--- config.mk ---
export PLATFORM = sky130hd
export DESIGN_NAME = mfmd_front_flat
export DESIGN_NICKNAME = d
export VERILOG_FILES = /design/src/hdl/mfmd_pkg.sv /design/src/hdl/mfmd_if.sv /design/src/hdl/mfmd_front.sv /design/src/flat_wrapper.sv
export SDC_FILE = /design/constraint.sdc
export NUM_CORES = 1
export LEC_CHECK = 0
export BUFFER_PORTS_ARGS = -buffer_cell sky130_fd_sc_hd__buf_2
export CAP_MARGIN = 20
export CORE_UTILIZATION = 50
export CTS_BUF_LIST = sky130_fd_sc_hd__clkbuf_8
export DETAILED_ROUTE_END_ITERATION = 10
export HOLD_SLACK_MARGIN = 0.06
export PLACE_DENSITY = 0.8
export RECOVER_POWER = 50
export REMOVE_ABC_BUFFERS = 1
export SLEW_MARGIN = 0
export SYNTH_ARGS = -nofsm -noshare
export SYNTH_HDL_FRONTEND = slang
export SYNTH_SLANG_ARGS = --single-unit
export TNS_END_PERCENT = 100
--- constraint.sdc ---
create_clock -name clock -period 6.8 [get_ports clock]
set_input_delay 0.34 -clock clock [delete_from_list [all_inputs] [get_ports clock]]
set_output_delay 0.34 -clock clock [all_outputs]
set_load 0.01 [all_outputs]
--- src/hdl/mfmd_pkg.sv ---
// shared types and constants for the multi-turn feedback decoder
`default_nettype none
package mfmd_pkg;

   // encoder geometry
   localparam int ANGLE_W          = 13;
   localparam int COUNTS_PER_TURN  = 8192;
   localparam int HALF_TURN        = COUNTS_PER_TURN / 2;
   localparam int DELTA_W          = ANGLE_W + 2;

   // field widths
   localparam int WORD_W   = 32;
   localparam int RAW_W    = 16;
   localparam int TEMP_W   = 8;
   localparam int POS_W    = 39;
   localparam int OFFSET_W = 17;
   localparam int POS_PROD_W = 2 * WORD_W;
   localparam int RAW_PROD_W = RAW_W + WORD_W;
   localparam int FRAC_W     = 16;

   // register map
   localparam int CSR_INDEX_W = 2;
   localparam int CSR_DATA_W  = 32;
   localparam logic [CSR_INDEX_W-1:0] REG_COUNT_OFFSET   = 2'd0;
   localparam logic [CSR_INDEX_W-1:0] REG_POSITION_GAIN  = 2'd1;
   localparam logic [CSR_INDEX_W-1:0] REG_SPEED_GAIN     = 2'd2;
   localparam logic [CSR_INDEX_W-1:0] REG_TORQUE_GAIN    = 2'd3;

   // one unwrapped report waiting for scaling
   typedef struct packed {
      logic signed [WORD_W-1:0] total_count;
      logic signed [WORD_W-1:0] turn_count;
      logic signed [RAW_W-1:0]  speed_rpm;
      logic signed [RAW_W-1:0]  current_raw;
      logic [TEMP_W-1:0]        temperature;
   } entry_type;

   // queue occupancy flags
   typedef struct packed {
      logic full;
      logic empty;
   } queue_status_type;

   // scaling gains handed to the back end
   typedef struct packed {
      logic [WORD_W-1:0] position_gain;
      logic [WORD_W-1:0] speed_gain;
      logic [WORD_W-1:0] torque_gain;
   } gains_type;

endpackage
`default_nettype wire

--- src/hdl/mfmd_if.sv ---
// valid/ready channel interfaces for feedback reports and decoded results
`default_nettype none
interface mfmd_req_if;
   logic                      valid;
   logic                      ready;
   logic [12:0]               rotor_angle;
   logic signed [15:0]        speed_rpm;
   logic signed [15:0]        current_raw;
   logic [7:0]                temperature_in;

   modport source (output valid, rotor_angle, speed_rpm, current_raw, temperature_in,
                   input ready);
   modport sink   (input valid, rotor_angle, speed_rpm, current_raw, temperature_in,
                   output ready);
endinterface

`default_nettype wire

--- src/hdl/mfmd_front.sv ---
// front end: takes reports, tracks turns and forms the total count
`default_nettype none
module mfmd_front (
   input  wire logic                                    clock,
   input  wire logic                                    reset,
   mfmd_req_if.sink                                     req_chan,
   input  wire logic signed [mfmd_pkg::OFFSET_W-1:0]    count_offset,
   input  wire mfmd_pkg::queue_status_type              q_status,
   output logic                                         push,
   output mfmd_pkg::entry_type                          push_entry
);

   logic [mfmd_pkg::ANGLE_W-1:0]      prev_angle_ff, prev_angle_in;
   logic [mfmd_pkg::WORD_W-1:0]       turns_ff, turns_in;
   logic signed [mfmd_pkg::DELTA_W-1:0] delta;
   logic [mfmd_pkg::WORD_W-1:0]       total;

   // accept a word whenever the queue has room
   assign req_chan.ready = !q_status.full;
   assign push           = req_chan.valid && req_chan.ready;

   // angle jump against the previous report
   assign delta = $signed({2'b00, req_chan.rotor_angle}) - $signed({2'b00, prev_angle_ff});

   // unwrap: big negative jump is a forward turn, big positive jump a backward one
   always_comb begin
      turns_in      = turns_ff;
      prev_angle_in = prev_angle_ff;
      if (push) begin
         prev_angle_in = req_chan.rotor_angle;
         if (delta < -mfmd_pkg::DELTA_W'(mfmd_pkg::HALF_TURN)) begin
            turns_in = turns_ff + 32'd1;
         end else if (delta > mfmd_pkg::DELTA_W'(mfmd_pkg::HALF_TURN)) begin
            turns_in = turns_ff - 32'd1;
         end
      end
   end

   // total count wraps in 32 bits
   assign total = turns_in * mfmd_pkg::WORD_W'(mfmd_pkg::COUNTS_PER_TURN)
                + {{(mfmd_pkg::WORD_W - mfmd_pkg::ANGLE_W){1'b0}}, req_chan.rotor_angle}
                + {{(mfmd_pkg::WORD_W - mfmd_pkg::OFFSET_W){count_offset[mfmd_pkg::OFFSET_W-1]}},
                   count_offset};

   always_comb begin
      push_entry.total_count = $signed(total);
      push_entry.turn_count  = $signed(turns_in);
      push_entry.speed_rpm   = req_chan.speed_rpm;
      push_entry.current_raw = req_chan.current_raw;
      push_entry.temperature = req_chan.temperature_in;
   end

   // turn state
   always_ff @(posedge clock) begin
      if (reset) begin
         turns_ff      <= '0;
         prev_angle_ff <= '0;
      end else begin
         turns_ff      <= turns_in;
         prev_angle_ff <= prev_angle_in;
      end
   end

endmodule
`default_nettype wire

--- src/flat_wrapper.sv ---
// flat-port wrapper written by rule: the top's interface ports become plain ports
module mfmd_front_flat 
  (clock, reset, count_offset, q_status, push, push_entry, req_chan_valid, req_chan_rotor_angle, req_chan_speed_rpm, req_chan_current_raw, req_chan_temperature_in, req_chan_ready);
  mfmd_req_if req_chan_i ();
  input  wire logic clock;
  input  wire logic reset;
  input  wire logic signed [mfmd_pkg::OFFSET_W-1:0] count_offset;
  input  wire mfmd_pkg::queue_status_type q_status;
  output logic push;
  output mfmd_pkg::entry_type push_entry;
  input wire logic [$bits(req_chan_i.valid)-1:0] req_chan_valid;
  input wire logic [$bits(req_chan_i.rotor_angle)-1:0] req_chan_rotor_angle;
  input wire logic [$bits(req_chan_i.speed_rpm)-1:0] req_chan_speed_rpm;
  input wire logic [$bits(req_chan_i.current_raw)-1:0] req_chan_current_raw;
  input wire logic [$bits(req_chan_i.temperature_in)-1:0] req_chan_temperature_in;
  output wire logic [$bits(req_chan_i.ready)-1:0] req_chan_ready;
  assign req_chan_i.valid = req_chan_valid;
  assign req_chan_i.rotor_angle = req_chan_rotor_angle;
  assign req_chan_i.speed_rpm = req_chan_speed_rpm;
  assign req_chan_i.current_raw = req_chan_current_raw;
  assign req_chan_i.temperature_in = req_chan_temperature_in;
  assign req_chan_ready = req_chan_i.ready;
  mfmd_front u_core (.clock(clock), .reset(reset), .req_chan(req_chan_i), .count_offset(count_offset), .q_status(q_status), .push(push), .push_entry(push_entry));
endmodule
==> flow_summary.toml, run 1 <==
[power]
vdd_drop_max_v = 0.000111
p_leak_uw = 0.00239
power.total_uw = 1100
cellPowerDensity_nw_per_um2 = 203

[clock_network]
cts_buffers = 5
cts.reportedPaths.clkPinSlew_ns = 0.09
cts_tree = "done"
cts_root_buf = "clkbuf_8"
clock-sinks = 45
htree_levels = 2
clock_path_buffers = 2
insertion_delay_ns = 0.29

[synthesis]
syn_area_um2 = 5040
ys_seq_elements = 45
yosysSeqAreaShare_pct = 17.9
syn_inst = 676
syn_avg_cell_area_um2 = 7.46
async_flop_share_pct = 0
synth_top_area_share_pct = 17.9
yosys_warnings = 0
synth_edf_count = 0
synth_ff_type = "dfxtp_1"
synth.top_cells.by_area = "dfxtp_1 (18%), ha_1 (12%), xnor2_1 (8.0%)"
ys_types = 71
synth_area_leader_cell = "dfxtp_1"

[global_routing]
antenna_found_initial = 0
track_usage_pct = 26.0
grt_pass1_wl_um = 21700
grt_pass1_vias = 4582
gr-total-overflow = 0
grt_max_degree = 47

[sta]
slew_headroom_pct = 45.5
finClkSkew_ns = 0.00472
fmax_mhz = 159
fin_setup_tns_ns = 0
hold_viol_final = 0
worstMarginPinSlew_ns = 0.818
report.final.slew_viol_count = 0
finalSetupViolCount = 0
min_period_over_period_pct = 92.7
rsz0062_at_grt = "no"
period_minus_slack_ns = 6.31

[final_layout]
fillers = 907
drive_above_1_share_pct = 14.8
multi_input_area_um2 = 3620
mostFrequentLayoutCells = "buf_2 (84), nand2_1 (70), nor2_1 (51)"
antenna_cells = 0
mostFrequentLayoutCell = "buf_2"
ff_latch_area_um2 = 901
area_delta_synth_final_pct = 7.54
finish.net_count = 852

[setup_path]
crit_path_top_delay_cell = "a2111oi_0"
crit_top_cell = "nor2_1"
crit_family = "compound AO/OA/AOI/OAI gates"
crit_fanout = 8
crit_path_end_kind = "output port"
cp.buffers_inverters = 2
r2r_start = "u_core.prev_angle_ff[0]"
worstPathRequired_ns = 6.46
worst_setup_path_start_kind = "flip-flop"
crit_arrival_ns = 5.97
cp-startpoint = "u_core.prev_angle_ff[0]"
worstPathCellList = "ha_1, inv_1, fa_1, a211oi_1, o21bai_1, a2111o_1, a31oi_4, mux2i_1, a21oi_2, nor2_1, a21oi_1, nor2_1, nor3_1, ha_1, a2111oi_0, nor3_1, o2111ai_1, a21oi_1, nor2_1, o21ai_0, a31oi_1, xnor2_1, buf_2"
crit_type = "reg2out"
slowest_delay_ns = 0.48

[drt]
ant_nets = 0
wirelength_um = 13600
firstDrtPassIters = 6
drc_errors = 0
wl_per_cell_um = 15.8
first_iter_violations = 272
vias_per_cell = 5.83
vias = 5023

[floorplanning]
core_area_um2 = 9770
fp.dieW_um = 102
rows = 36
start_util_pct = 51.6
dieArea_um2 = 10500
fp.dieH_um = 102
ioPinCount = 181

[placed_design]
dp_hpwl_um = 10900
port_buffers = 99
place_congestion = 0.901

[run_status]
outcome = "completed"

[job]
max_cap_viol_count = 0

[min_path]
min_from = "req_chan_rotor_angle[9]"
hp-class = "in2reg"
cell usage after synthesis, types with 3 or more instances:
library cell	instances
nor4_1	10
a211oi_1	7
inv_1	39
xnor2_1	46
a31oi_1	9
clkbuf_1	13
nand2_1	70
nor2_1	51
a211o_1	3
buf_4	40
nor3_1	18
xor2_1	17
nor2b_1	33
buf_2	4
o21ai_0	31
or3_1	4
nand2b_1	4
and3_1	8
a21oi_1	48
o22ai_1	3
a21boi_0	5
o31ai_1	5
ha_1	47
or2_2	4
a21o_1	13
nand4_1	10
o21a_1	10
o21bai_1	8
nand3_1	15
dfxtp_1	45
registers in the layout, indices dropped and copies added, names as in the netlist:
name	cells
u_core.prev_angle_ff	13
u_core.turns_ff	32
cells by family after synthesis:
| logic type | after synthesis | share of synthesized area, % |
|---|---|---|
| compound gates | 174 | 23.3 |
| simple gates | 244 | 24.5 |
| xor+xnor | 63 | 10.9 |
| fa+ha+maj | 49 | 12.5 |
| flops | 45 | 17.9 |
| buf+inv | 98 | 10.4 |
| mux | 3 | 0.620 |
per-stage QoR:
stage	utilization, %	hold WS, ns	cells	worst slack, ns	instance area [um^2]
floorplan	-	0.409	618	1.06	4670
global placement	54.9	0.443	854	0.641	5360
detailed placement	54.9	0.446	854	0.464	5360
CTS	55.7	0.305	862	0.303	5450
global route	55.5	0.314	862	0.0484	5420
finish	55.5	0.305	862	0.495	5420
cell type report:
class,count,area share [%]
clock inverter,3,0.277
tap,133,3.07
sequential,45,16.6
clock buffer,5,1.27
multi-input combinational,533,66.8
inverter,40,2.77
timing repair buffer,103,9.20
metal layers:
metal  share of wire, %  GRT usage [%]
met5                  0           4.81
met4               0.74           4.62
met1                 45           31.7
met3                9.9           10.8
met2                 45           42.5
final timing paths:
check	end	slack, ns	depth (start not counted)
min reg2reg	u_core.prev_angle_ff[9]	0.46	2
min	u_core.prev_angle_ff[9]	0.31	3
max	push_entry[103]	0.49	23
max reg2reg	u_core.turns_ff[30]	2.82	14
worst register-to-register path, stage by stage, from the launching register on:
cell and delay, ns:
dfxtp_1 0.35, ha_1 0.17, inv_1 0.06, fa_1 0.42, a211oi_1 0.31, o21bai_1 0.17, a2111o_1 0.47, nor2b_1 0.18
a31oi_1 0.23, clkbuf_1 0.45, nor4_1 0.13, o21ai_0 0.49, nor2_1 0.11, xnor2_1 0.16, nor2b_1 0.13
power breakdown:
group | total [uW] | switching [uW] | internal [uW]
clock | 162 | 92.1 | 69.9
sequential | 305 | 22.3 | 282
combinational | 633 | 360 | 273
total | 1100 | 475 | 625
timing repair:
| action | CTS | global route |
|---|---|---|
| hold buffers | 0 | 0 |
| endpoints found under the setup margin | 0 | 5 |
| buffers inserted | 0 | 0 |
| resized for setup | 0 | 2 |
No activity file was read; power rests on OpenSTA's default activity.
==> run 2, diff against run 1 <==
Settings changed: RECOVER_POWER 50 to 25.
==> run 2 against run 1 <==
  * Register-to-register slack worse by 0.04 ns
  * Clock power barely moved
  * Fmax decreased by 0.81%
  * Sequential share of layout area fell by 0.091 points
  * Total power grew 0.31%
  * Wire length about the same
  * Sequential power hardly changed
  * Cell count did not move
  * Worst setup slack got worse by 0.051 ns
  * Critical path depth did not move
==> flow_summary.toml, run 2 (synthesized netlist as in run 1, its figures left out) <==
[run_status]
outcome = "completed"

[power]
power.total_uw = 1100
cellPowerDensity_nw_per_um2 = 202
p_leak_uw = 0.00244
vdd_drop_max_v = 0.000111

[floorplanning]
rows = 36
dieArea_um2 = 10500
fp.dieH_um = 102
ioPinCount = 181
core_area_um2 = 9770
start_util_pct = 51.6
fp.dieW_um = 102

[sta]
finalSetupViolCount = 0
period_minus_slack_ns = 6.36
fin_setup_tns_ns = 0
fin_hold_ws_ns = 0.307
slew_headroom_pct = 46.0
hold_viol_final = 0
report.final.slew_viol_count = 0
worstMarginPinSlew_ns = 0.810
fmax_mhz = 157
finClkSkew_ns = 0.00587
worst_slack_ns = 0.444
min_period_over_period_pct = 93.5
rsz0062_at_grt = "no"

[clock_network]
cts_hold_buf = 0
cts_buffers = 5
cts_root_buf = "clkbuf_8"
clock-sinks = 45
clock_path_buffers = 2
postCtsSetupRepairBufs = 0
insertion_delay_ns = 0.29
cts.reportedPaths.clkPinSlew_ns = 0.09
htree_levels = 2
cts_tree = "done"

[setup_path]
crit_fanout = 8
reg2reg_slack_ns = 2.78
crit_arrival_ns = 6.02
worst_setup_path_start_kind = "flip-flop"
worstPathRequired_ns = 6.46
crit_type = "reg2out"
worstPathCellList = "ha_1, inv_1, fa_1, a211oi_1, o21bai_1, a2111o_1, a31oi_4, mux2i_1, a21oi_2, nor2_1, a21oi_1, nor2_1, nor3_1, ha_1, a2111oi_0, nor3_1, o2111ai_1, a21oi_1, nor2_1, o21ai_0, a31oi_1, xnor2_1, buf_2"
crit_family = "compound AO/OA/AOI/OAI gates"
crit_path_top_delay_cell = "a2111oi_0"
cp.buffers_inverters = 2
r2r_start = "u_core.prev_angle_ff[0]"
crit_top_cell = "nor2_1"
crit_path_end_kind = "output port"
r2r-end = "u_core.turns_ff[5]"
reg2regPathDepth = 14
slowest_delay_ns = 0.48

[global_routing]
gr-total-overflow = 0
track_usage_pct = 26.0
grt_max_degree = 47
grt_pass1_vias = 4582
antenna_found_initial = 0
grt_pass1_wl_um = 21700

[final_layout]
multi_input_area_um2 = 3630
area_delta_synth_final_pct = 8.14
largestRegisters = "u_core.turns_ff x32, u_core.prev_angle_ff x13"
finish.net_count = 852
ff_latch_area_um2 = 901
antenna_cells = 0
registers.top_by_ff_count = "u_core.turns_ff"
drive_above_1_share_pct = 17.3
mostFrequentLayoutCells = "buf_2 (99), nand2_1 (70), nor2_1 (51)"
fillers = 898
largest_reg_flops = 32
mostFrequentLayoutCell = "buf_2"

[min_path]
hold_path_depth = 3
hp-class = "in2reg"
min_to = "u_core.prev_angle_ff[9]"
min_from = "req_chan_rotor_angle[9]"

[drt]
vias = 5013
first_iter_violations = 255
drc_errors = 0
firstDrtPassIters = 5
wirelength_um = 13600
vias_per_cell = 5.82
wl_per_cell_um = 15.8
ant_nets = 0

[placed_design]
place_congestion = 0.901
dp_hpwl_um = 10900
port_buffers = 99
place_ws_ns = 0.464

[job]
max_cap_viol_count = 0
==> run 2: changes by cell type in the layout (fill, tap and decap cells not counted), sizes merged <==
cell,before,now
buf,86,103
clkbuf,22,5
==> run 2: worst max-delay path by stage <==
stage	from	cells after the start	to
after floorplan	req_chan_rotor_angle[0]	22	push_entry[98]
after global placement	req_chan_rotor_angle[0]	24	push_entry[103]
after detailed placement	req_chan_rotor_angle[0]	24	push_entry[103]
after CTS	u_core.prev_angle_ff[0]	22	push_entry[103]
after global routing	u_core.prev_angle_ff[0]	23	push_entry[103]
final	u_core.prev_angle_ff[0]	23	push_entry[103]
==> run 2: tightest hold or removal path, cell delays in order <==
cell and delay [ns]:
buf_2 0.12, nand2_1 0.05, a21oi_1 0.05
==> run 2: cell type report <==
class,count,share of cell area (%)
clock buffers,5,1.26
clock inverters,3,0.275
inverters,40,2.75
multi-input cells,533,66.5
flip-flops and latches,45,16.5
well taps,133,3.05
repair buffers,103,9.64
==> run 2: report_power, final <==
group | internal [uW] | switching [uW]
Combinational | 278 | 360
Clock | 69.9 | 90.7
Sequential | 282 | 22.5
==> run 2: metrics by stage <==
| stage | cells | util (%) | area, um^2 |
|---|---|---|---|
| finish | 862 | 55.8 | 5450 |
| global route | 862 | 55.8 | 5450 |
| CTS | 862 | 55.7 | 5450 |
| detailed placement | 854 | 54.9 | 5360 |
| global placement | 854 | 54.9 | 5360 |
| floorplan | 618 | - | 4670 |
==> run 2: what timing repair did <==
item / CTS / global route
gates resized for setup: 0 / 2
endpoints found under the hold margin: 0 / 0
setup endpoints to repair: 0 / 5
==> run 2: routing by layer <==
layer  part of all wire, %  GRT usage, %
met1                    44          31.7
met3                    10          10.8
met4                  0.76          4.62
met2                    45          42.5
met5                     0          4.81
