==> src/hdl/mfmd_pkg.sv <==
// shared types and constants for the multi-turn feedback decoder
`default_nettype none
package mfmd_pkg;

   // encoder geometry
   localparam int ANGLE_W          = 13;
   localparam int COUNTS_PER_TURN  = 8192;
   localparam int HALF_TURN        = COUNTS_PER_TURN / 2;
   localparam int DELTA_W          = ANGLE_W + 2;

   // field widths
   localparam int WORD_W   = 32;
   localparam int RAW_W    = 16;
   localparam int TEMP_W   = 8;
   localparam int POS_W    = 39;
   localparam int OFFSET_W = 17;
   localparam int POS_PROD_W = 2 * WORD_W;
   localparam int RAW_PROD_W = RAW_W + WORD_W;
   localparam int FRAC_W     = 16;

   // register map
   localparam int CSR_INDEX_W = 2;
   localparam int CSR_DATA_W  = 32;
   localparam logic [CSR_INDEX_W-1:0] REG_COUNT_OFFSET   = 2'd0;
   localparam logic [CSR_INDEX_W-1:0] REG_POSITION_GAIN  = 2'd1;
   localparam logic [CSR_INDEX_W-1:0] REG_SPEED_GAIN     = 2'd2;
   localparam logic [CSR_INDEX_W-1:0] REG_TORQUE_GAIN    = 2'd3;

   // one unwrapped report waiting for scaling
   typedef struct packed {
      logic signed [WORD_W-1:0] total_count;
      logic signed [WORD_W-1:0] turn_count;
      logic signed [RAW_W-1:0]  speed_rpm;
      logic signed [RAW_W-1:0]  current_raw;
      logic [TEMP_W-1:0]        temperature;
   } entry_type;

   // queue occupancy flags
   typedef struct packed {
      logic full;
      logic empty;
   } queue_status_type;

   // scaling gains handed to the back end
   typedef struct packed {
      logic [WORD_W-1:0] position_gain;
      logic [WORD_W-1:0] speed_gain;
      logic [WORD_W-1:0] torque_gain;
   } gains_type;

endpackage
`default_nettype wire

==> src/hdl/mfmd_queue.sv <==
// short fifo between the front end and the scaling back end
`default_nettype none
module mfmd_queue #(
   parameter int DEPTH = 2
) (
   input  wire logic                         clock,
   input  wire logic                         reset,
   input  wire logic                         push,
   input  wire mfmd_pkg::entry_type          push_entry,
   input  wire logic                         pop,
   output mfmd_pkg::entry_type               pop_entry,
   output mfmd_pkg::queue_status_type        q_status
);

   localparam int PTR_W = (DEPTH > 1) ? $clog2(DEPTH) : 1;
   localparam int CNT_W = $clog2(DEPTH + 1);

   mfmd_pkg::entry_type  slots_ff [DEPTH];
   logic [PTR_W-1:0]     wr_ptr_ff, wr_ptr_in;
   logic [PTR_W-1:0]     rd_ptr_ff, rd_ptr_in;
   logic [CNT_W-1:0]     count_ff, count_in;

   // pointer advance with wrap at the depth
   always_comb begin
      wr_ptr_in = wr_ptr_ff;
      rd_ptr_in = rd_ptr_ff;
      if (push) begin
         wr_ptr_in = (wr_ptr_ff == PTR_W'(DEPTH - 1)) ? '0 : wr_ptr_ff + PTR_W'(1);
      end
      if (pop) begin
         rd_ptr_in = (rd_ptr_ff == PTR_W'(DEPTH - 1)) ? '0 : rd_ptr_ff + PTR_W'(1);
      end
      count_in = count_ff;
      if (push && !pop) begin
         count_in = count_ff + CNT_W'(1);
      end else if (pop && !push) begin
         count_in = count_ff - CNT_W'(1);
      end
   end

   assign q_status.full  = (count_ff == CNT_W'(DEPTH));
   assign q_status.empty = (count_ff == '0);
   assign pop_entry      = slots_ff[rd_ptr_ff];

   // control
   always_ff @(posedge clock) begin
      if (reset) begin
         wr_ptr_ff <= '0;
         rd_ptr_ff <= '0;
         count_ff  <= '0;
      end else begin
         wr_ptr_ff <= wr_ptr_in;
         rd_ptr_ff <= rd_ptr_in;
         count_ff  <= count_in;
      end
   end

   // payload
   always_ff @(posedge clock) begin
      if (push) begin
         slots_ff[wr_ptr_ff] <= push_entry;
      end
   end

endmodule
`default_nettype wire

==> config.mk <==
export PLATFORM = sky130hd
export DESIGN_NAME = mfmd_queue
export DESIGN_NICKNAME = d
export VERILOG_FILES = /design/src/hdl/mfmd_pkg.sv /design/src/hdl/mfmd_queue.sv
export SDC_FILE = /design/constraint.sdc
export NUM_CORES = 1
export LEC_CHECK = 0
export ABC_AREA = 0
export BUFFER_PORTS_ARGS = -buffer_cell sky130_fd_sc_hd__buf_2
export CAP_MARGIN = 25
export CORE_MARGIN = 2
export CORE_UTILIZATION = 47
export CTS_BUF_LIST = sky130_fd_sc_hd__clkbuf_16
export DETAILED_ROUTE_END_ITERATION = 12
export PLACE_DENSITY = 0.81
export RECOVER_POWER = 100
export SLEW_MARGIN = 10
export SYNTH_ARGS = -nofsm -noshare
export SYNTH_HDL_FRONTEND = slang
export SYNTH_SLANG_ARGS = --single-unit
==> constraint.sdc <==
create_clock -name clock -period 5.4 [get_ports clock]
set_input_delay 0.54 -clock clock [delete_from_list [all_inputs] [get_ports clock]]
set_output_delay 0.54 -clock clock [all_outputs]
set_load 0.01 [all_outputs]
==> impl_results.md, run 1 <==
* Post-CTS Resized at 0
* Yosys cell types at 17
* Vias in the first global route at 4220
* Critical path fanouts, max at 38
* DRT antenna net count at 0
* Mapped Area at 7960 um^2
* Clk_skew at 0.0106 ns
* Overall die height at 134 um
* Setup bufs post-CTS at 0
* First-pass GRT wire length at 21500 um
* CORE AREA at 16600 um^2
* IO Count at 214
* Placer congestion estimate at 0.679
* Max frequency at 269 MHz
* Worst Setup Start Kind: flip-flop
* Routed WL per cell at 18.1 um
* DRC at 0
* Largest family of logic cells by synthesized area: multiplexers
* Clk buf depth at 3
* Final #Nets at 685
* Cell Pwr Density at 385 nW/um^2
* Worst slack at placement at 2.94 ns
* Total number of vias at 4015
* Worst Path Arrival at 3.17 ns
* Compound-gate portion of the synthesized area at 0.00126
* Die extent in x at 134 um
* Routed WL at 14600 um
* Post-Syn Nets at 455
* Failing checks: max-capacitance violations, max-slew violations
* Design area at 9540 um^2
* Initial Util at 0.480
* Register area share after synthesis at 0.797
* Initial antenna violation count at 0
* Via density per instance at 4.99
* Port bufs at 213
* Leakage power at 3.40 nW
* Commonest cells after routing, fill and taps aside: edfxtp_1, buf_2, clkbuf_1
* Mapped Cells at 346
* Max VDD drop at 0.000364 V
* Endpoints failing hold at 0
* Post-synthesis xor/xnor area fraction at 0.00440
* GR Overflow Total at 0
* Final worst setup slack at 1.69 ns
* Largest net degree at the start of global routing at 58
* H-tree depth at 1
* RSZ-0062 raised after global routing: no
* Top sig layer: met4
* Worst Setup End Kind: output pin
* # diodes at 0
* Simple-Gate Fraction of Synth Area at 0.00550
* Final setup vio count at 0
* Critical path class: flip-flop to output pin
* Seq cells post-synth at 213
* Share of synthesized area spent on multiplexers at 0.175
* FP Rows at 47
* Post-Syn Area per Cell at 23.0 um^2
* Fillers at 1345
* Wire length on met3 at 1160 um
* Tcrit/Tclk final at 0.688
* Clock Latency Late Sink at 0.49 ns
* P&R area growth vs syn at 19.8%
* CTS tree: done
* CTS Hold Buffers Added at 0
* Synthesis Warnings at 0
* Share of cells above drive strength 1 at 0.326
* Minimum clock period at 3.71 ns
* Commonest non-fill, non-tap cell in the layout: edfxtp_1
* Initial DRC Count at 198
* Root buffer cell: clkbuf_16
* Worst slew pin tran at 3.13 ns
* WL met2 at 7370 um
* Setup TNS Final at 0 ns
* Die ar. at 18000 um^2
* Max-cap viol count at 3
* Max-slew headroom at -1.08
* Adder-cell share of the synthesized area at 0.00157
* Tot GR Track Use at 0.153
* Clk slew on worst S/H paths at 0.06 ns
* Drt pass-1 iters at 4
* Post-DP HPWL at 9450 um
* Final core area utilization at 0.575
* Wire length on met1 at 5810 um
* Worst endpoint required time at 4.86 ns
* Run status: finished with violations
* Fin. max-slew vios at 145
* DP Area at 9240 um^2
* Hold Crit Class: primary input to flip-flop
* CTS buffer count at 22
* Clk sinks at 213
## layout make-up
cell class	count	area (um^2)	area share
flip-flops and latches	213	6350	0.665
multi-input cells	120	1290	0.136
repair buffers	218	978	0.103
clock buffers	23	576	0.0604
well taps	220	275	0.0289
clock inverters	10	63.8	0.00669
inverters	1	3.75	0.000394
## critical path, stage by stage (launching register included)
cell	delay, ns
dfxtp_1	1.48
buf_4	0.62
mux2_1	0.40
buf_2	0.15
## kinds of logic (layout without fill, tap and decap cells)
group	count (synthesis)	count (layout)
multiplexers	104	104
AND/OR/NAND/NOR	9	9
flip-flops	213	213
XOR/XNOR	4	4
adder cells (fa/ha/maj)	1	1
buffers and inverters	13	252
AO/OA/AOI/OAI	2	2
## worst paths after layout
path	from	slack [ns]	cells after the start	endpoint
max	flip-flop	1.69	3	pop_entry[60]
min	push_entry[1]	0.24	1	slots_ff[0][1]$_DFFE_PP_
max reg2reg	wr_ptr_ff$_SDFFE_PP0P_	2.23	2	slots_ff[0][84]$_DFFE_PP_
min reg2reg	rd_ptr_ff$_SDFFE_PP0P_	0.51	2	flip-flop
## cell usage after synthesis, drive strengths merged
cell    instances  area share
dfxtp           5       0.013
mux2          104        0.18
a21oi           1     0.00063
edfxtp        208        0.78
o21ai           1     0.00063
ha              1      0.0016
nor2            5      0.0024
and2            1     0.00079
nor2b           2      0.0016
xor2            2      0.0022
xnor2           2      0.0022
buf            12       0.014
inv             1     0.00047
or3             1     0.00079
## power breakdown
part           internal, W  switching, W  total, W
Clock             0.000801      0.000547   0.00135
Combinational     0.000152      0.000203  0.000355
Sequential         0.00194     0.0000348   0.00197
## per-layer routing
| metal | track usage | up-vias |
|---|---|---|
| met5 | 0 | - |
| met3 | 0.0446 | 25 |
| met2 | 0.272 | 169 |
| li1 | - | 1822 |
| met4 | 0.0368 | 0 |
| met1 | 0.185 | 1999 |
## flip-flops by register name (all words and copies together), names as in the netlist, named ones only
register / count
wr_ptr_ff: 1
count_ff: 2
rd_ptr_ff: 1
slots_ff: 208
## through the flow
stage / total power (W) / cells / hold slack [ns]
after floorplan: 0.00226 / 346 / 0.461
after global placement: 0.00240 / 772 / 0.479
after detailed placement: 0.00242 / 772 / 0.500
after CTS: 0.00378 / 805 / 0.213
after global routing: 0.00381 / 805 / 0.218
final: 0.00367 / 805 / 0.236
No activity file was read; power rests on OpenSTA's default activity.
==> inputs of run 2 (changes only) <==
clock period = 3.18 ns   (was 5.4 ns; I/O delays follow)
==> impl_results.md, run 2 (synthesis results as in run 1) <==
* Run status: complete, no violations
* Overall die height at 134 um (unchanged)
* Largest net degree at the start of global routing at 105 (+81%)
* GR Overflow Total at 0 (unchanged)
* Clock Latency Late Sink at 0.48 ns (about the same)
* Placer congestion estimate at 0.758 (+12%)
* Minimum clock period at 2.22 ns
* # diodes at 0 (unchanged)
* Commonest non-fill, non-tap cell in the layout: edfxtp_1
* CTS buffer count at 21 (-4.5%)
* Cell Pwr Density at 633 nW/um^2 (+64%)
* Max-slew headroom at 0.0208 (+1.10)
* Worst Setup End Kind: output pin
* Leakage power at 3.47 nW (+2.2%)
* H-tree depth at 1 (unchanged)
* Tot GR Track Use at 0.158 (+0.00533)
* Initial DRC Count at 140 (-29%)
* Initial Util at 0.480 (unchanged)
* Critical path fanouts, max at 41 (+7.9%)
* Final Hold Slack at 0.0249 ns (-0.211 ns)
* DP Area at 9270 um^2 (+0.27%)
* Clk buf depth at 3 (unchanged)
* Clk_skew at 0.0105 ns (-0.000123 ns)
* Commonest cells after routing, fill and taps aside: edfxtp_1, clkbuf_1, buf_2
* FP Rows at 47 (unchanged)
* IO Count at 214 (unchanged)
* Post-DP HPWL at 9450 um (about the same)
* CORE AREA at 16600 um^2 (unchanged)
* Final non-filler cell total at 839 (+4.2%)
* RSZ-0062 raised after global routing: no
* Critical path class: flip-flop to output pin
* Die extent in x at 134 um (unchanged)
* Initial antenna violation count at 0 (unchanged)
* Post-CTS Resized at 0 (unchanged)
* Endpoints failing hold at 0 (unchanged)
* Via density per instance at 4.83 (-3.2%)
* Final #Nets at 713 (+4.1%)
* Drt pass-1 iters at 4 (unchanged)
* Setup bufs post-CTS at 0 (unchanged)
* Routed WL per cell at 17.7 um (-2.1%)
* Power consumption at 0.00620 W (+69%)
* Worst Path Arrival at 1.91 ns (-1.26 ns)
* Routed WL at 14900 um (+2.1%)
* Clk sinks at 213 (unchanged)
* Die ar. at 18000 um^2 (unchanged)
* Largest regs: slots_ff: 208 flops, count_ff: 2 flops
* Max VDD drop at 0.000430 V (+18%)
* Worst endpoint required time at 2.86 ns (-2.00 ns)
* Clk slew on worst S/H paths at 0.06 ns (about the same)
* Port bufs at 213 (unchanged)
* CTS tree: done
* Worst slew pin tran at 1.47 ns (-1.66 ns)
* Total number of vias at 4051 (+0.90%)
* First-pass GRT wire length at 22300 um (+3.3%)
* Largest Register: slots_ff
* Max frequency at 450 MHz
* Design area at 9800 um^2 (+2.8%)
* Inst Count DP at 772 (unchanged)
* Root buffer cell: clkbuf_16
* DRT antenna net count at 0 (unchanged)
* Largest register FFs at 208 (unchanged)
* Share of cells above drive strength 1 at 0.292 (-0.0341)
* Vias in the first global route at 4407 (+4.4%)
* Max-cap viol count at 0 (-3)
* DRC at 0 (unchanged)
* Hold Crit Class: primary input to flip-flop
* Tcrit/Tclk final at 0.699
* Fin. max-slew vios at 0 (-100%)
* Setup TNS Final at 0 ns (unchanged)
* Final setup vio count at 0 (unchanged)
* P&R area growth vs syn at 23.1%
* Worst Setup Start Kind: flip-flop
run 2: changes by cell type in the layout (fill, tap and decap cells not counted), moves of 3 or more:
cell           delta
dlygate4sd3_1    +29
buf_2            -19
clkbuf_1         +15
clkbuf_2          +4
clkinv_2          +4
clkinv_1          +3
mux2_2            +3
run 2: critical path, stage by stage (launching register included):
cell,delay [ns]
dfxtp_1,0.37
buf_4,0.48
mux2_1,0.40
buf_2,0.15
run 2: where the power goes:
| group | switching (W) | internal [W] |
|---|---|---|
| combinational | 0.000366 | 0.000279 |
| clock | 0.000950 | 0.00128 |
| sequential | 0.0000432 | 0.00328 |
| total | 0.00136 | 0.00484 |
run 2: routing by layer:
metal	share of wire	track usage	vias up
li1	-	-	1883
met1	0.38	0.183	1986
met2	0.52	0.285	154
met3	0.078	0.0469	28
met4	0.019	0.0497	0
met5	0	0	-
run 2: area by class of cell:
class	count	area [um^2]
inverters	1	3.75
clock inverters	17	100
well taps	220	275
fillers	1336	6780
flip-flops and latches	213	6350
repair buffers	247	1260
clock buffers	21	526
multi-input cells	120	1290
run 2: per-stage QoR:
stage / setup slack, ns / utilization
finish: 0.956 / 0.591
CTS: 0.903 / 0.611
detailed placement: 1.45 / 0.559
global route: 0.853 / 0.591
global placement: 1.51 / 0.559
floorplan: 0.863 / -
run 2: what timing repair did:
action	CTS	global route
setup endpoints to repair	0	0
hold endpoints to repair	44	10
hold buffers	24	5
run 2: final timing paths:
check | startpoint | endpoint | slack (ns) | cells after the start
worst min register to register | rd_ptr_ff$_SDFFE_PP0P_ | rd_ptr_ff$_SDFFE_PP0P_ | 0.52 | 2
worst min-delay path | push_entry[18] | slots_ff[0][18]$_DFFE_PP_ | 0.02 | 1
worst max-delay path | flip-flop | pop_entry[72] | 0.96 | 3
worst max register to register | wr_ptr_ff$_SDFFE_PP0P_ | slots_ff[1][1]$_DFFE_PP_ | 1.04 | 2
==> inputs of run 3 (changes only) <==
CORE_UTILIZATION = 50   (was 47)
PLACE_DENSITY = 0.83   (was 0.81)
clock period = 2.1 ns   (was 3.18 ns; I/O delays follow)
==> impl_results.md, run 3 (synthesis results as in run 1) <==
* Run status: complete, no violations
* Worst Setup Start Kind: flip-flop
* Tot GR Track Use at 0.190 (+0.0320)
* Root buffer cell: clkbuf_16
* CP top delay family: buffers and inverters
* RSZ-0062 raised after global routing: no
* Clk slew on worst S/H paths at 0.06 ns (about the same)
* Die extent in x at 130 um (-3.0%)
* H-tree depth at 1 (unchanged)
* Routed WL per cell at 18.4 um (+3.7%)
* P&R area growth vs syn at 35.6%
* Comb power frac at 0.119 (+0.015)
* CORE AREA at 15700 um^2 (-5.3%)
* Fillers at 1075 (-20%)
* Max frequency at 507 MHz
* Port bufs at 213 (unchanged)
* Clk sinks at 213 (unchanged)
* Commonest cells after routing, fill and taps aside: edfxtp_1, clkbuf_1, dlygate4sd3_1
* Share of cells above drive strength 1 at 0.262 (-0.0300)
* Worst path max stage delay at 0.42 ns (-0.06 ns)
* DRC at 0 (unchanged)
* Final #Nets at 800 (+12%)
* Largest Register: slots_ff
* Leakage power at 3.87 nW (+11%)
* Cell Pwr Density at 922 nW/um^2 (+46%)
* Clk pwr share at 0.374 (+0.014)
* Worst r2r src: wr_ptr_ff$_SDFFE_PP0P_
* First-pass GRT wire length at 24700 um (+11%)
* Initial DRC Count at 202 (+44%)
* Vias in the first global route at 4776 (+8.4%)
* Minimum clock period at 1.97 ns
* Max VDD drop at 0.000710 V (+65%)
* Sw Ratio at 0.220 (+0.00123)
* Inst Count DP at 773 (+0.13%)
* Die ar. at 16900 um^2 (-5.8%)
* Largest net degree at the start of global routing at 47 (-55%)
* Max-slew headroom at 0.461 (+0.440)
* GR Overflow Total at 0 (unchanged)
* FP Rows at 46 (-2.1%)
* Tcrit/Tclk final at 0.940
* Clock Latency Late Sink at 0.49 ns (about the same)
* Largest regs: slots_ff: 208 flops, count_ff: 2 flops
* Pint at 0.00776 W (+60%)
* Worst path bufs/invs at 3 (+1)
* Total number of vias at 4532 (+12%)
* Initial Util at 0.507 (+0.0266)
* Design area at 10800 um^2 (+10%)
* Worst Setup End Kind: output pin
* Final setup vio count at 0 (unchanged)
* Initial antenna violation count at 1 (+1)
* Largest register FFs at 208 (unchanged)
* Commonest non-fill, non-tap cell in the layout: edfxtp_1
* Cells along the critical path: clkbuf_1 -> buf_4 -> mux2_4 -> clkbuf_1
* Overall die height at 130 um (-3.0%)
* Setup TNS Final at 0 ns (unchanged)
* CTS tree: done
* Worst endpoint required time at 1.89 ns (-0.97 ns)
* Clk_skew at 0.00871 ns (-0.00180 ns)
* Switching power at 0.00219 W (+61%)
* IO Count at 214 (unchanged)
* Post-DP HPWL at 9680 um (+2.3%)
* Final Hold Slack at 0.0624 ns (+0.0375 ns)
* Critical path fanouts, max at 6 (-85%)
* Final core area utilization at 0.687 (+0.0961)
* Critical path's slowest cell: dfxtp_4
* Most Frequent Cell on Critical Path: clkbuf_1
* Worst Path Arrival at 1.76 ns (-0.15 ns)
* Fin. max-slew vios at 0 (unchanged)
* Clk buf depth at 3 (unchanged)
* Part of the power in registers at 0.506 (-0.030)
* Routed WL at 17000 um (+14%)
* DP Area at 9350 um^2 (+0.90%)
* Hold Startpoint: push
* Final non-filler cell total at 922 (+9.9%)
* Via density per instance at 4.92 (+1.8%)
* Drt pass-1 iters at 4 (unchanged)
* Endpoints failing hold at 0 (unchanged)
* Max-cap viol count at 0 (unchanged)
* Hold Crit Class: primary input to flip-flop
* Placer congestion estimate at 0.686 (-9.5%)
* Worst slew pin tran at 0.805 ns (-0.664 ns)
* Critical path class: flip-flop to output pin
* CTS buffer count at 22 (+4.8%)
* DRT antenna net count at 0 (unchanged)
==> run 3: changes by cell type in the layout (fill, tap and decap cells not counted), moves of 2 or more <==
cell           change
buf_4              +3
clkbuf_1          +22
buf_6              +2
clkbuf_16          +2
dlygate4sd3_1     +78
buf_2             -20
mux2_1            -13
buf_16             +2
inv_1              -3
mux2_2             -2
mux2_4            +15
==> run 3: path summary, 6_finish.rpt <==
kind | slack (ns) | endpoint | depth (start not counted)
max | 0.13 | pop_entry[40] | 4
min | 0.06 | wr_ptr_ff$_SDFFE_PP0P_ | 3
max reg2reg | 0.19 | slots_ff[1][8]$_DFFE_PP_ | 2
min reg2reg | 0.53 | count_ff[1]$_SDFFE_PP0P_ | 2
==> run 3: power groups by stage <==
stage | sequential [W] | combinational, W | clock [W]
after detailed placement | 0.00514 | 0.00114 | 0
final | 0.00504 | 0.00119 | 0.00373
after global placement | 0.00512 | 0.00110 | 0
after CTS | 0.00504 | 0.00133 | 0.00379
after floorplan | 0.00510 | 0.000692 | 0
after global routing | 0.00505 | 0.00128 | 0.00396
==> run 3: per-layer routing <==
| metal | routed length, um | track usage | part of all wire |
|---|---|---|---|
| met2 | 8910 | 0.348 | 0.53 |
| met3 | 1160 | 0.0443 | 0.069 |
| met1 | 6500 | 0.222 | 0.38 |
| met4 | 393 | 0.0626 | 0.023 |
| met5 | 0 | 0 | 0 |
==> run 3: what timing repair did <==
action,4_1_cts,5_1_grt
resized for setup,2,0
buffers inserted,3,0
hold buffers,107,0
setup endpoints to repair,29,0
hold endpoints to repair,213,0
==> run 3: metrics by stage <==
stage               setup WS (ns)  power, W
CTS                         0.120    0.0102
finish                      0.126   0.00995
detailed placement          0.492   0.00627
global route               0.0505    0.0103
floorplan                  -0.191   0.00580
global placement            0.525   0.00622
==> run 3: cell type report <==
class | count | area [um^2] | share of cell area
sequential | 213 | 6350 | 0.588
clock inverter | 15 | 123 | 0.0114
antenna | 1 | 2.50 | 0.000232
clock buffer | 23 | 576 | 0.0533
timing repair buffer | 333 | 2130 | 0.198
multi-input combinational | 120 | 1340 | 0.124
tap | 216 | 270 | 0.0250
inverter | 1 | 3.75 | 0.000348
==> run 3: worst reg2reg max path, cell delays in order, from the launching register on <==
cell	delay [ns]
dfxtp_1	0.40
and2_2	0.68
buf_6	0.45
